$ cat src/rtl/dbd_pkg.sv
// Shared types, constants and calendar tables for the date difference pipeline.
package dbd_pkg;

  localparam int unsigned YEAR_W  = 14;
  localparam int unsigned MONTH_W = 4;
  localparam int unsigned DAY_W   = 5;
  localparam int unsigned COUNT_W = 22;
  localparam int unsigned DAYNUM_W = 24;

  localparam int unsigned DEF_MAX_YEAR = 9999;

  // floor(y / 100) == (y * RECIP_100) >> RECIP_SHIFT for every 14-bit y
  localparam int unsigned RECIP_100   = 5243;
  localparam int unsigned RECIP_SHIFT = 19;
  localparam int unsigned QUOT_W      = 8;

  localparam logic [MONTH_W-1:0] MONTH_JAN = MONTH_W'(1);
  localparam logic [MONTH_W-1:0] MONTH_FEB = MONTH_W'(2);
  localparam logic [MONTH_W-1:0] MONTH_DEC = MONTH_W'(12);

  typedef struct packed {
    logic [YEAR_W-1:0]  start_year;
    logic [MONTH_W-1:0] start_month;
    logic [DAY_W-1:0]   start_day;
    logic [YEAR_W-1:0]  end_year;
    logic [MONTH_W-1:0] end_month;
    logic [DAY_W-1:0]   end_day;
    logic               count_end_day;
  } dbd_in_t;

  typedef struct packed {
    logic [COUNT_W-1:0] day_count;
    logic               bad_date;
  } dbd_out_t;

  // Length of a month; months outside 1..12 give 0.
  function automatic logic [DAY_W-1:0] month_len(input logic [MONTH_W-1:0] m,
                                                 input logic leap);
    logic [DAY_W-1:0] len;
    case (m)
      4'd1, 4'd3, 4'd5, 4'd7, 4'd8, 4'd10, 4'd12: len = 5'd31;
      4'd4, 4'd6, 4'd9, 4'd11:                   len = 5'd30;
      4'd2:                                      len = leap ? 5'd29 : 5'd28;
      default:                                   len = 5'd0;
    endcase
    return len;
  endfunction

  // Days in the year before the first of month m (non-leap).
  function automatic logic [8:0] days_before(input logic [MONTH_W-1:0] m);
    logic [8:0] n;
    case (m)
      4'd1:    n = 9'd0;
      4'd2:    n = 9'd31;
      4'd3:    n = 9'd59;
      4'd4:    n = 9'd90;
      4'd5:    n = 9'd120;
      4'd6:    n = 9'd151;
      4'd7:    n = 9'd181;
      4'd8:    n = 9'd212;
      4'd9:    n = 9'd243;
      4'd10:   n = 9'd273;
      4'd11:   n = 9'd304;
      4'd12:   n = 9'd334;
      default: n = 9'd0;
    endcase
    return n;
  endfunction

endpackage

$ cat src/rtl/days_between_dates.sv
// Gregorian date difference: four-stage pipeline from two dates to a day count.
// Throughput: one word per cycle while out_stall is low.
// Each stage holds its own valid bit, so a stall only backs up into empty slots.
// Reset (rst_n low, synchronous) clears all valid bits; the pipeline then reads empty.
module days_between_dates #(
  parameter int unsigned MAX_YEAR = dbd_pkg::DEF_MAX_YEAR
) (
  input  logic             clk,
  input  logic             rst_n,
  input  logic             in_valid,
  output logic             in_stall,
  input  dbd_pkg::dbd_in_t in_data,
  output logic             out_valid,
  input  logic             out_stall,
  output dbd_pkg::dbd_out_t out_data
);
  import dbd_pkg::*;

  // lane 0 is the start date, lane 1 the end date
  logic [YEAR_W-1:0]  yin [2];
  logic [MONTH_W-1:0] min [2];
  logic [DAY_W-1:0]   din [2];

  assign yin[0] = in_data.start_year;
  assign min[0] = in_data.start_month;
  assign din[0] = in_data.start_day;
  assign yin[1] = in_data.end_year;
  assign min[1] = in_data.end_month;
  assign din[1] = in_data.end_day;

  // valid bits and ready chain
  logic v1_r, v2_r, v3_r, out_valid_r;
  logic rdy1, rdy2, rdy3, rdy4;

  assign rdy4     = !out_valid_r || !out_stall;
  assign rdy3     = !v3_r || rdy4;
  assign rdy2     = !v2_r || rdy3;
  assign rdy1     = !v1_r || rdy2;
  assign in_stall = !rdy1;

  always_ff @(posedge clk) begin
    if (!rst_n) begin
      v1_r        <= 1'b0;
      v2_r        <= 1'b0;
      v3_r        <= 1'b0;
      out_valid_r <= 1'b0;
    end else begin
      if (rdy1) v1_r        <= in_valid;
      if (rdy2) v2_r        <= v1_r;
      if (rdy3) v3_r        <= v2_r;
      if (rdy4) out_valid_r <= v3_r;
    end
  end

  // Stage 1: year / 100 by reciprocal multiply
  logic [YEAR_W-1:0]  y1_r [2];
  logic [MONTH_W-1:0] m1_r [2];
  logic [DAY_W-1:0]   d1_r [2];
  logic [QUOT_W-1:0]  q1_r [2];
  logic [QUOT_W-1:0]  q1_nxt [2];
  logic               plus1_r;

  always_comb begin
    for (int i = 0; i < 2; i++) begin
      logic [YEAR_W+13:0] prod;
      prod      = (YEAR_W+14)'(yin[i]) * (YEAR_W+14)'(RECIP_100);
      q1_nxt[i] = prod[RECIP_SHIFT+QUOT_W-1:RECIP_SHIFT];
    end
  end

  always_ff @(posedge clk) begin
    if (rdy1) begin
      for (int i = 0; i < 2; i++) begin
        y1_r[i] <= yin[i];
        m1_r[i] <= min[i];
        d1_r[i] <= din[i];
        q1_r[i] <= q1_nxt[i];
      end
      plus1_r <= in_data.count_end_day;
    end
  end

  // Stage 2: leap test, date check, day of year, previous year and its hundreds
  logic [YEAR_W-1:0] p2_r [2];
  logic [YEAR_W-1:0] p2_nxt [2];
  logic [QUOT_W-1:0] qp2_r [2];
  logic [QUOT_W-1:0] qp2_nxt [2];
  logic [8:0]        part2_r [2];
  logic [8:0]        part2_nxt [2];
  logic              bad2_r, bad2_nxt, plus2_r;

  always_comb begin
    bad2_nxt = 1'b0;
    for (int i = 0; i < 2; i++) begin
      logic [YEAR_W-1:0] hund;
      logic [YEAR_W-1:0] rem;
      logic              rem_zero;
      logic              leap;
      logic              year_ok;
      logic              month_ok;
      logic              day_ok;
      logic [DAY_W-1:0]  len;
      hund     = YEAR_W'({{(YEAR_W-QUOT_W){1'b0}}, q1_r[i]} * YEAR_W'(100));
      rem      = y1_r[i] - hund;
      rem_zero = (rem == '0);
      leap     = (y1_r[i][1:0] == 2'b00) && (!rem_zero || (q1_r[i][1:0] == 2'b00));
      year_ok  = (y1_r[i] != '0) && ({1'b0, y1_r[i]} <= 15'(MAX_YEAR));
      month_ok = m1_r[i] inside {[MONTH_JAN:MONTH_DEC]};
      len      = month_len(m1_r[i], leap);
      day_ok   = (d1_r[i] != '0) && (d1_r[i] <= len);
      if (!(year_ok && month_ok && day_ok)) bad2_nxt = 1'b1;
      p2_nxt[i]    = y1_r[i] - YEAR_W'(1);
      // (y-1)/100 drops by one exactly when y is a multiple of 100
      qp2_nxt[i]   = q1_r[i] - QUOT_W'(rem_zero);
      part2_nxt[i] = days_before(m1_r[i]) + 9'(d1_r[i])
                   + 9'((m1_r[i] > MONTH_FEB) && leap);
    end
  end

  always_ff @(posedge clk) begin
    if (rdy2) begin
      for (int i = 0; i < 2; i++) begin
        p2_r[i]    <= p2_nxt[i];
        qp2_r[i]   <= qp2_nxt[i];
        part2_r[i] <= part2_nxt[i];
      end
      bad2_r  <= bad2_nxt;
      plus2_r <= plus1_r;
    end
  end

  // Stage 3: absolute day number
  logic [DAYNUM_W-1:0] n3_r [2];
  logic [DAYNUM_W-1:0] n3_nxt [2];
  logic                bad3_r, plus3_r;

  always_comb begin
    for (int i = 0; i < 2; i++) begin
      n3_nxt[i] = DAYNUM_W'(p2_r[i]) * DAYNUM_W'(365)
                + DAYNUM_W'(p2_r[i] >> 2)
                - DAYNUM_W'(qp2_r[i])
                + DAYNUM_W'(qp2_r[i] >> 2)
                + DAYNUM_W'(part2_r[i]);
    end
  end

  always_ff @(posedge clk) begin
    if (rdy3) begin
      n3_r[0] <= n3_nxt[0];
      n3_r[1] <= n3_nxt[1];
      bad3_r  <= bad2_r;
      plus3_r <= plus2_r;
    end
  end

  // Stage 4: difference (zero if end precedes start), end-day add, saturate; bad dates give zero
  dbd_out_t out_r, out_nxt;

  always_comb begin
    logic [DAYNUM_W-1:0] diff;
    logic [DAYNUM_W:0]   total;
    diff  = (n3_r[1] > n3_r[0]) ? (n3_r[1] - n3_r[0]) : '0;
    total = {1'b0, diff} + (DAYNUM_W+1)'(plus3_r);
    out_nxt.bad_date = bad3_r;
    if (bad3_r) begin
      out_nxt.day_count = '0;
    end else if (total > (DAYNUM_W+1)'({COUNT_W{1'b1}})) begin
      out_nxt.day_count = '1;
    end else begin
      out_nxt.day_count = total[COUNT_W-1:0];
    end
  end

  always_ff @(posedge clk) begin
    if (rdy4) begin
      out_r <= out_nxt;
    end
  end

  assign out_valid = out_valid_r;
  assign out_data  = out_r;

endmodule

$ cat config.mk
export PLATFORM = sky130hd
export DESIGN_NAME = days_between_dates
export DESIGN_NICKNAME = d
export VERILOG_FILES = /design/src/rtl/dbd_pkg.sv /design/src/rtl/days_between_dates.sv
export SDC_FILE = /design/constraint.sdc
export NUM_CORES = 1
export LEC_CHECK = 0
export BUFFER_PORTS_ARGS = -buffer_cell sky130_fd_sc_hd__buf_2
export CAP_MARGIN = 20
export CORE_ASPECT_RATIO = 0.75
export CORE_MARGIN = 1
export CORE_UTILIZATION = 45
export DETAILED_ROUTE_END_ITERATION = 10
export PLACE_DENSITY = 0.67
export SYNTH_ARGS = -nofsm -noshare
export SYNTH_HDL_FRONTEND = slang
export SYNTH_SLANG_ARGS = --single-unit
$ cat constraint.sdc
create_clock -name clk -period 9.8 [get_ports clk]
set_clock_uncertainty 0.05 [all_clocks]
set_input_delay 1.96 -clock clk [delete_from_list [all_inputs] [get_ports clk]]
set_output_delay 1.96 -clock clk [all_outputs]
set_load 0.005 [all_outputs]
# Word level (Yosys, flattened, before mapping)
# Memories as Yosys holds them, arrays and structs flattened.
# Index checks and enable logic that the tools add are counted.
# totals
register_bits	32
mem_bits_rw	172
mem_bits_ro	288
in_bits	51
out_inout_bits	25
elab_cells	138
n_memories	10
# op_classes
addsub	20
n_mul	6
magnitude_cmp	12
n_eq_ne	24
mux	13
n_reduce_logical	42
# memory_table
memory	depth	word_bits	read_ports	rd_ports_with_merged_regs	wr	line	source
(name not given)	16	9	1	0	0	dbd_pkg.sv:52	case (m)
(name not given)	16	9	1	0	0	dbd_pkg.sv:52	
n3_r	2	24	2	0	2	days_between_dates.sv:133	logic [DAYNUM_W-1:0] n3_r [2];
p2_r	2	14	2	0	2	days_between_dates.sv:84	logic [YEAR_W-1:0] p2_r [2];
y1_r	2	14	2	0	2	days_between_dates.sv:56	logic [YEAR_W-1:0] y1_r [2];
part2_r	2	9	2	0	2	days_between_dates.sv:88	logic [8:0] part2_r [2];
+4 memories	--	--	--	--	--	--	
# op_table
cell	n
$mul A14 B13 Y27 const B	2
$add A23 B12 Y24	2
$add A24 B6 Y24	2
$add A24 B9 Y24	2
$sub A24 B8 Y24	2
$mul A14 B9 Y23 const B	2
$eq A4 B4 Y1 const B	10
$eq A4 B3 Y1 const B	8
$pmux W5 S3	2
$le A14 B14 Y1 const B	2
$logic_not A14 Y1	2
$reduce_bool A14 Y1	2
$sub A14 B1 Y14 const B	2
$sub A14 B14 Y14	2
$add A24 B1 Y25	1
$gt A25 B22 Y1 const B	1
$gt A24 B24 Y1	1
$mul A8 B5 Y12 const B	2
$mux W24	1
$sub A24 B24 Y24	1
$mux W22	1
$add A9 B1 Y9	2
$add A9 B5 Y9	2
$eq A4 B2 Y1 const B	4
14 further kinds	59

# Depth between registers and ports, before layout
# An unclocked memory read counts as a cell.
# depth
depth_word	13
ltp_mapped	30
ltp_nobuf	30

# Worst setup path after synthesis
# Ideal clock, no wire load.
# synth_timing
path_type	input -> register
startpoint	in in_data[18] (netlist bit)
endpoint	mem q1_r[1][7] (netlist: q1_r[0][15]), data pin
setup_time_ns	0.260
t_arrival_ns	6.444
required_ns	9.490
slack_ns	3.047
path_stages	20
cell_sequence	ha_1 inv_1 fa_1 inv_1 fa_1 inv_1 fa_1 fa_1 inv_1 ha_1 nand3_1 nor3_1 a2111oi_0 o221a_2 o21ai_0 a21o_1 a211oi_1 o21ai_0 a21oi_1 xnor2_1
# synth_lines
item	line	source
from (decl)	days_between_dates.sv:12	input dbd_pkg::dbd_in_t in_data,
to (decl)	days_between_dates.sv:59	logic [QUOT_W-1:0] q1_r [2];

==> run summary <==
The required time of the critical path is 10.05 ns. After clock tree synthesis, the repair step resized 0 gates. The synthesis-stage register bit count came out at 204.

The flow ran to the end, and the final reports show no timing, DRC or antenna violations. The clock tree buffer depth is 3. TritonCTS built the clock tree. For this block, the initial DRC count from the detailed router was 963. After technology mapping, the gate count stands at 2,526. The horizontal die dimension came out at 285 um. The portion of synthesized area spent on multiplexers is 0.557%. The via count of the first global-routing pass is 18.1k. The count of endpoints failing setup in the final report is 0.

The share of synthesized flip-flops with an asynchronous set or reset came out at 0%. The time the final worst path needs with I/O delays and setup is 7.04 ns. The number of detailed-routing iterations run before antenna repair came out at 5. The number of filler cells placed in the layout is 5,299. The first global-routing pass estimated 92,900 um of wire. The class of the most critical hold timing path is register to register. The endpoint type of the worst setup path is a register. The sequential element share of the synthesized area came out at 22.6%. The tree is rooted in a clkbuf_16. After detailed routing, the number of remaining DRC violations is 0.

The net count of the finished layout came out at 3,505. The number of max-slew violations in the final report is 0. The number of buffers inserted by post-CTS setup repair came out at 0.

The standard-cell row count is 77. The pin count of the biggest net entering global routing came out at 65. The longest individual stage delay on the worst path is 0.86 ns. The number of antenna-violating nets in the routed design came out at 0. The hold buffer count at CTS came out at 0. The routability congestion estimate came out at 0.902. In the global route stage, overall resource usage came out at 18.7%. Summed over all failing endpoints, the final setup total negative slack is 0 ns. The number of antenna violations at the first check in global routing came to 2. Summing the areas of all compound-gate instances in the mapped netlist gives 8.11% of the synthesized area. The warning count from the yosys run came out at 0.

The post-synthesis to final-layout area growth is 7.84%. In this run the mean area of a mapped cell was 10.7 um^2. The critical path's slowest cell is o41ai_1. The worst setup path is launched from a register. The clock latency reported for the late side of the worst-skew pair is 0.56 ns.

The headroom to the max-slew limit came out at 34.9%. The number of clock buffers inserted by TritonCTS came out at 25. Based on the critical path, the design can be clocked at up to 142 MHz. The aggregate global routing overflow is 0. The share of the clock period used by the worst path after layout is 71.8%.

The family of cells with the greatest summed delay on the critical path is compound AO/OA/AOI/OAI gates. The synthesized netlist contains 88 unique library cells. The die covers 60,900 um^2.

The synthesized-area fraction occupied by and/or/nand/nor cells is 6.90%. The H-tree depth is 1. The core region is 59,100 um^2. The arrival time at the worst endpoint came out at 7.29 ns. The synthesized-area fraction occupied by adder cells came out at 47.9%. The number of port buffers is 75. The max capacitance violation total is 0.

The synthesized design contains 200 enable-type register cells. The top-level port count came out at 76. In the synthesized netlist the dominant register cell turns out to be edfxtp_1. The routed wirelength normalized by instance count came out at 16.2 um. The number of antenna diodes in the final layout is 0. The clock slew at the register clock pins of the worst setup and hold paths is 0.06 ns. For this design, the sink count on the clock tree is 204.

The count of endpoints failing hold in the final timing report came out at 0. The worst path buffer plus inverter count came out at 1. For the pin with the worst max-slew slack, the measured transition is 0.977 ns. In the final layout, the share of cells above drive strength 1 is 5.94%. Setup repair after global routing left no endpoint under its margin. The synthesized area came out at 27,000 um^2. Once detailed placement completed, the half-perimeter wirelength came to 47,300 um.

The xor-xnor portion of the synthesized cell area came out at 5.17%. The die extent in y came out at 214 um. The via count came out at 17.5k. The initial core utilization is 45.6%. The via-per-instance ratio is 5.13. The final wirelength came out at 55,200 um. After synthesis, the largest family of logic cells by area is adder cells. The path type of the worst setup path is register to register. Of all nets on the critical path, the largest fanout is 5.

The post-synth net total is 3,421.
cell usage in the layout, fill, tap and decap left out, drive strengths merged, types with 6 or more instances in the layout:
| cell type | instances |
|---|---|
| a21oi | 101 |
| a211oi | 12 |
| or4 | 7 |
| o21a | 21 |
| and3 | 18 |
| a31oi | 22 |
| buf | 78 |
| ha | 531 |
| clkbuf | 27 |
| nand4 | 12 |
| and2 | 9 |
| xnor2 | 91 |
| nand2 | 77 |
| nor3 | 43 |
| o211ai | 8 |
| nor2 | 80 |
| nand3 | 37 |
| xor2 | 68 |
| inv | 597 |
| clkinv | 8 |
| o21ai | 68 |
| or3 | 7 |
| nor3b | 8 |
| fa | 313 |
| o21bai | 10 |
| edfxtp | 200 |
| mux2i | 9 |
| nor2b | 21 |
| nand2b | 12 |
| nor4 | 11 |
| o2111ai | 6 |
| a21o | 30 |
area by class of cell:
class                   count  area (um^2)  area share [%]
inverters                 593         2230            7.66
well taps                 790          988            3.40
repair buffers             78          410            1.41
multi-input cells        1708        18500            63.7
flip-flops and latches    204         6090            20.9
clock buffers              27          633            2.18
clock inverters            17          215           0.740
worst reg2reg max path, stage by stage (launching register included):
cell      delay [ns]
edfxtp_1        0.49
inv_1           0.18
ha_1            0.25
ha_1            0.31
fa_1            0.46
ha_1            0.35
a21oi_1         0.19
o21bai_1        0.11
a21o_1          0.19
a21oi_1         0.18
xor2_1          0.18
ha_1            0.30
a21oi_1         0.18
o221ai_1        0.17
nor3_1          0.18
o21ai_0         0.14
o41ai_1         0.86
nor2_1          0.15
fa_1            0.44
fa_1            0.42
a21oi_1         0.14
nor2_1          0.05
nor2_1          0.15
nor2b_1         0.07
o21a_1          0.20
nand2_1         0.09
xor2_1          0.06
a22o_1          0.20
sequential cells by signal, indices dropped and copies added (netlist names):
signal	cells
plus3_r	1
qp2_r	16
out_valid	1
v2_r	1
v1_r	1
bad3_r	1
part2_r	18
out_data	23
v3_r	1
q1_r	16
plus1_r	1
y1_r	28
n3_r	48
p2_r	28
plus2_r	1
bad2_r	1
d1_r	10
m1_r	8
metal layers:
metal	routed length [um]	global-route usage (%)
met1	28700	29.5
met2	22700	27.6
met3	3180	2.74
met4	676	2.60
met5	0	0
through the flow:
stage	std cells	cell area (um^2)	util, %	setup WS, ns	hold WS [ns]
2_1_floorplan	2526	27000	-	3.05	0.350
3_3_place_gp	3372	28200	47.8	2.59	0.354
3_5_place_dp	3372	28200	47.8	2.52	0.372
4_1_cts	3416	29100	49.2	2.85	0.392
5_1_grt	3417	29100	49.2	2.36	0.405
6_report	3417	29100	49.2	2.76	0.385
kinds of logic after synthesis:
| group | Yosys count |
|---|---|
| simple gates | 363 |
| fa+ha+maj | 844 |
| flops | 204 |
| compound gates | 330 |
| buf+inv | 614 |
| xor+xnor | 159 |
| mux | 12 |
synth_stat cells, types with 4 or more instances:
library cell / number / area [um^2]
inv_1: 593 / 2230
ha_1: 531 / 6640
fa_1: 313 / 6270
edfxtp_1: 200 / 6010
a21oi_1: 101 / 505
xnor2_1: 91 / 797
nor2_1: 80 / 300
nand2_1: 77 / 289
o21ai_0: 68 / 340
xor2_1: 68 / 596
nor3_1: 43 / 215
nand3_1: 37 / 185
a21o_1: 28 / 210
nor2b_1: 21 / 131
a31oi_1: 20 / 125
o21a_1: 20 / 150
and3_1: 17 / 106
nand2b_1: 12 / 75.1
nand4_1: 12 / 75.1
nor4_1: 11 / 68.8
a211oi_1: 10 / 75.1
o21bai_1: 10 / 75.1
mux2i_1: 9 / 90.1
nor3b_1: 8 / 60.1
buf_6: 7 / 78.8
clkbuf_1: 7 / 26.3
o211ai_1: 7 / 52.6
or3_1: 7 / 43.8
or4_1: 7 / 52.6
and2_1: 6 / 37.5
a2111oi_0: 5 / 43.8
nand3b_1: 5 / 37.5
o2111ai_1: 5 / 43.8
a211o_1: 4 / 35.0
a21boi_0: 4 / 30.0
a41oi_1: 4 / 35.0
dfxtp_1: 4 / 80.1
worst paths after layout:
check / start / endpoint / slack, ns / cells past startpoint
hold reg to reg: plus1_r / plus2_r / 0.38 / 0
setup reg to reg: q1_r[0][2] / part2_r[0][8] / 2.76 / 27
setup / recovery: q1_r[0][2] / part2_r[0][8] / 2.76 / 27
hold / removal: plus1_r / plus2_r / 0.38 / 0
Power is not shown: default switching activity piles up to over one toggle a cycle in this logic, so the estimate is an artifact.
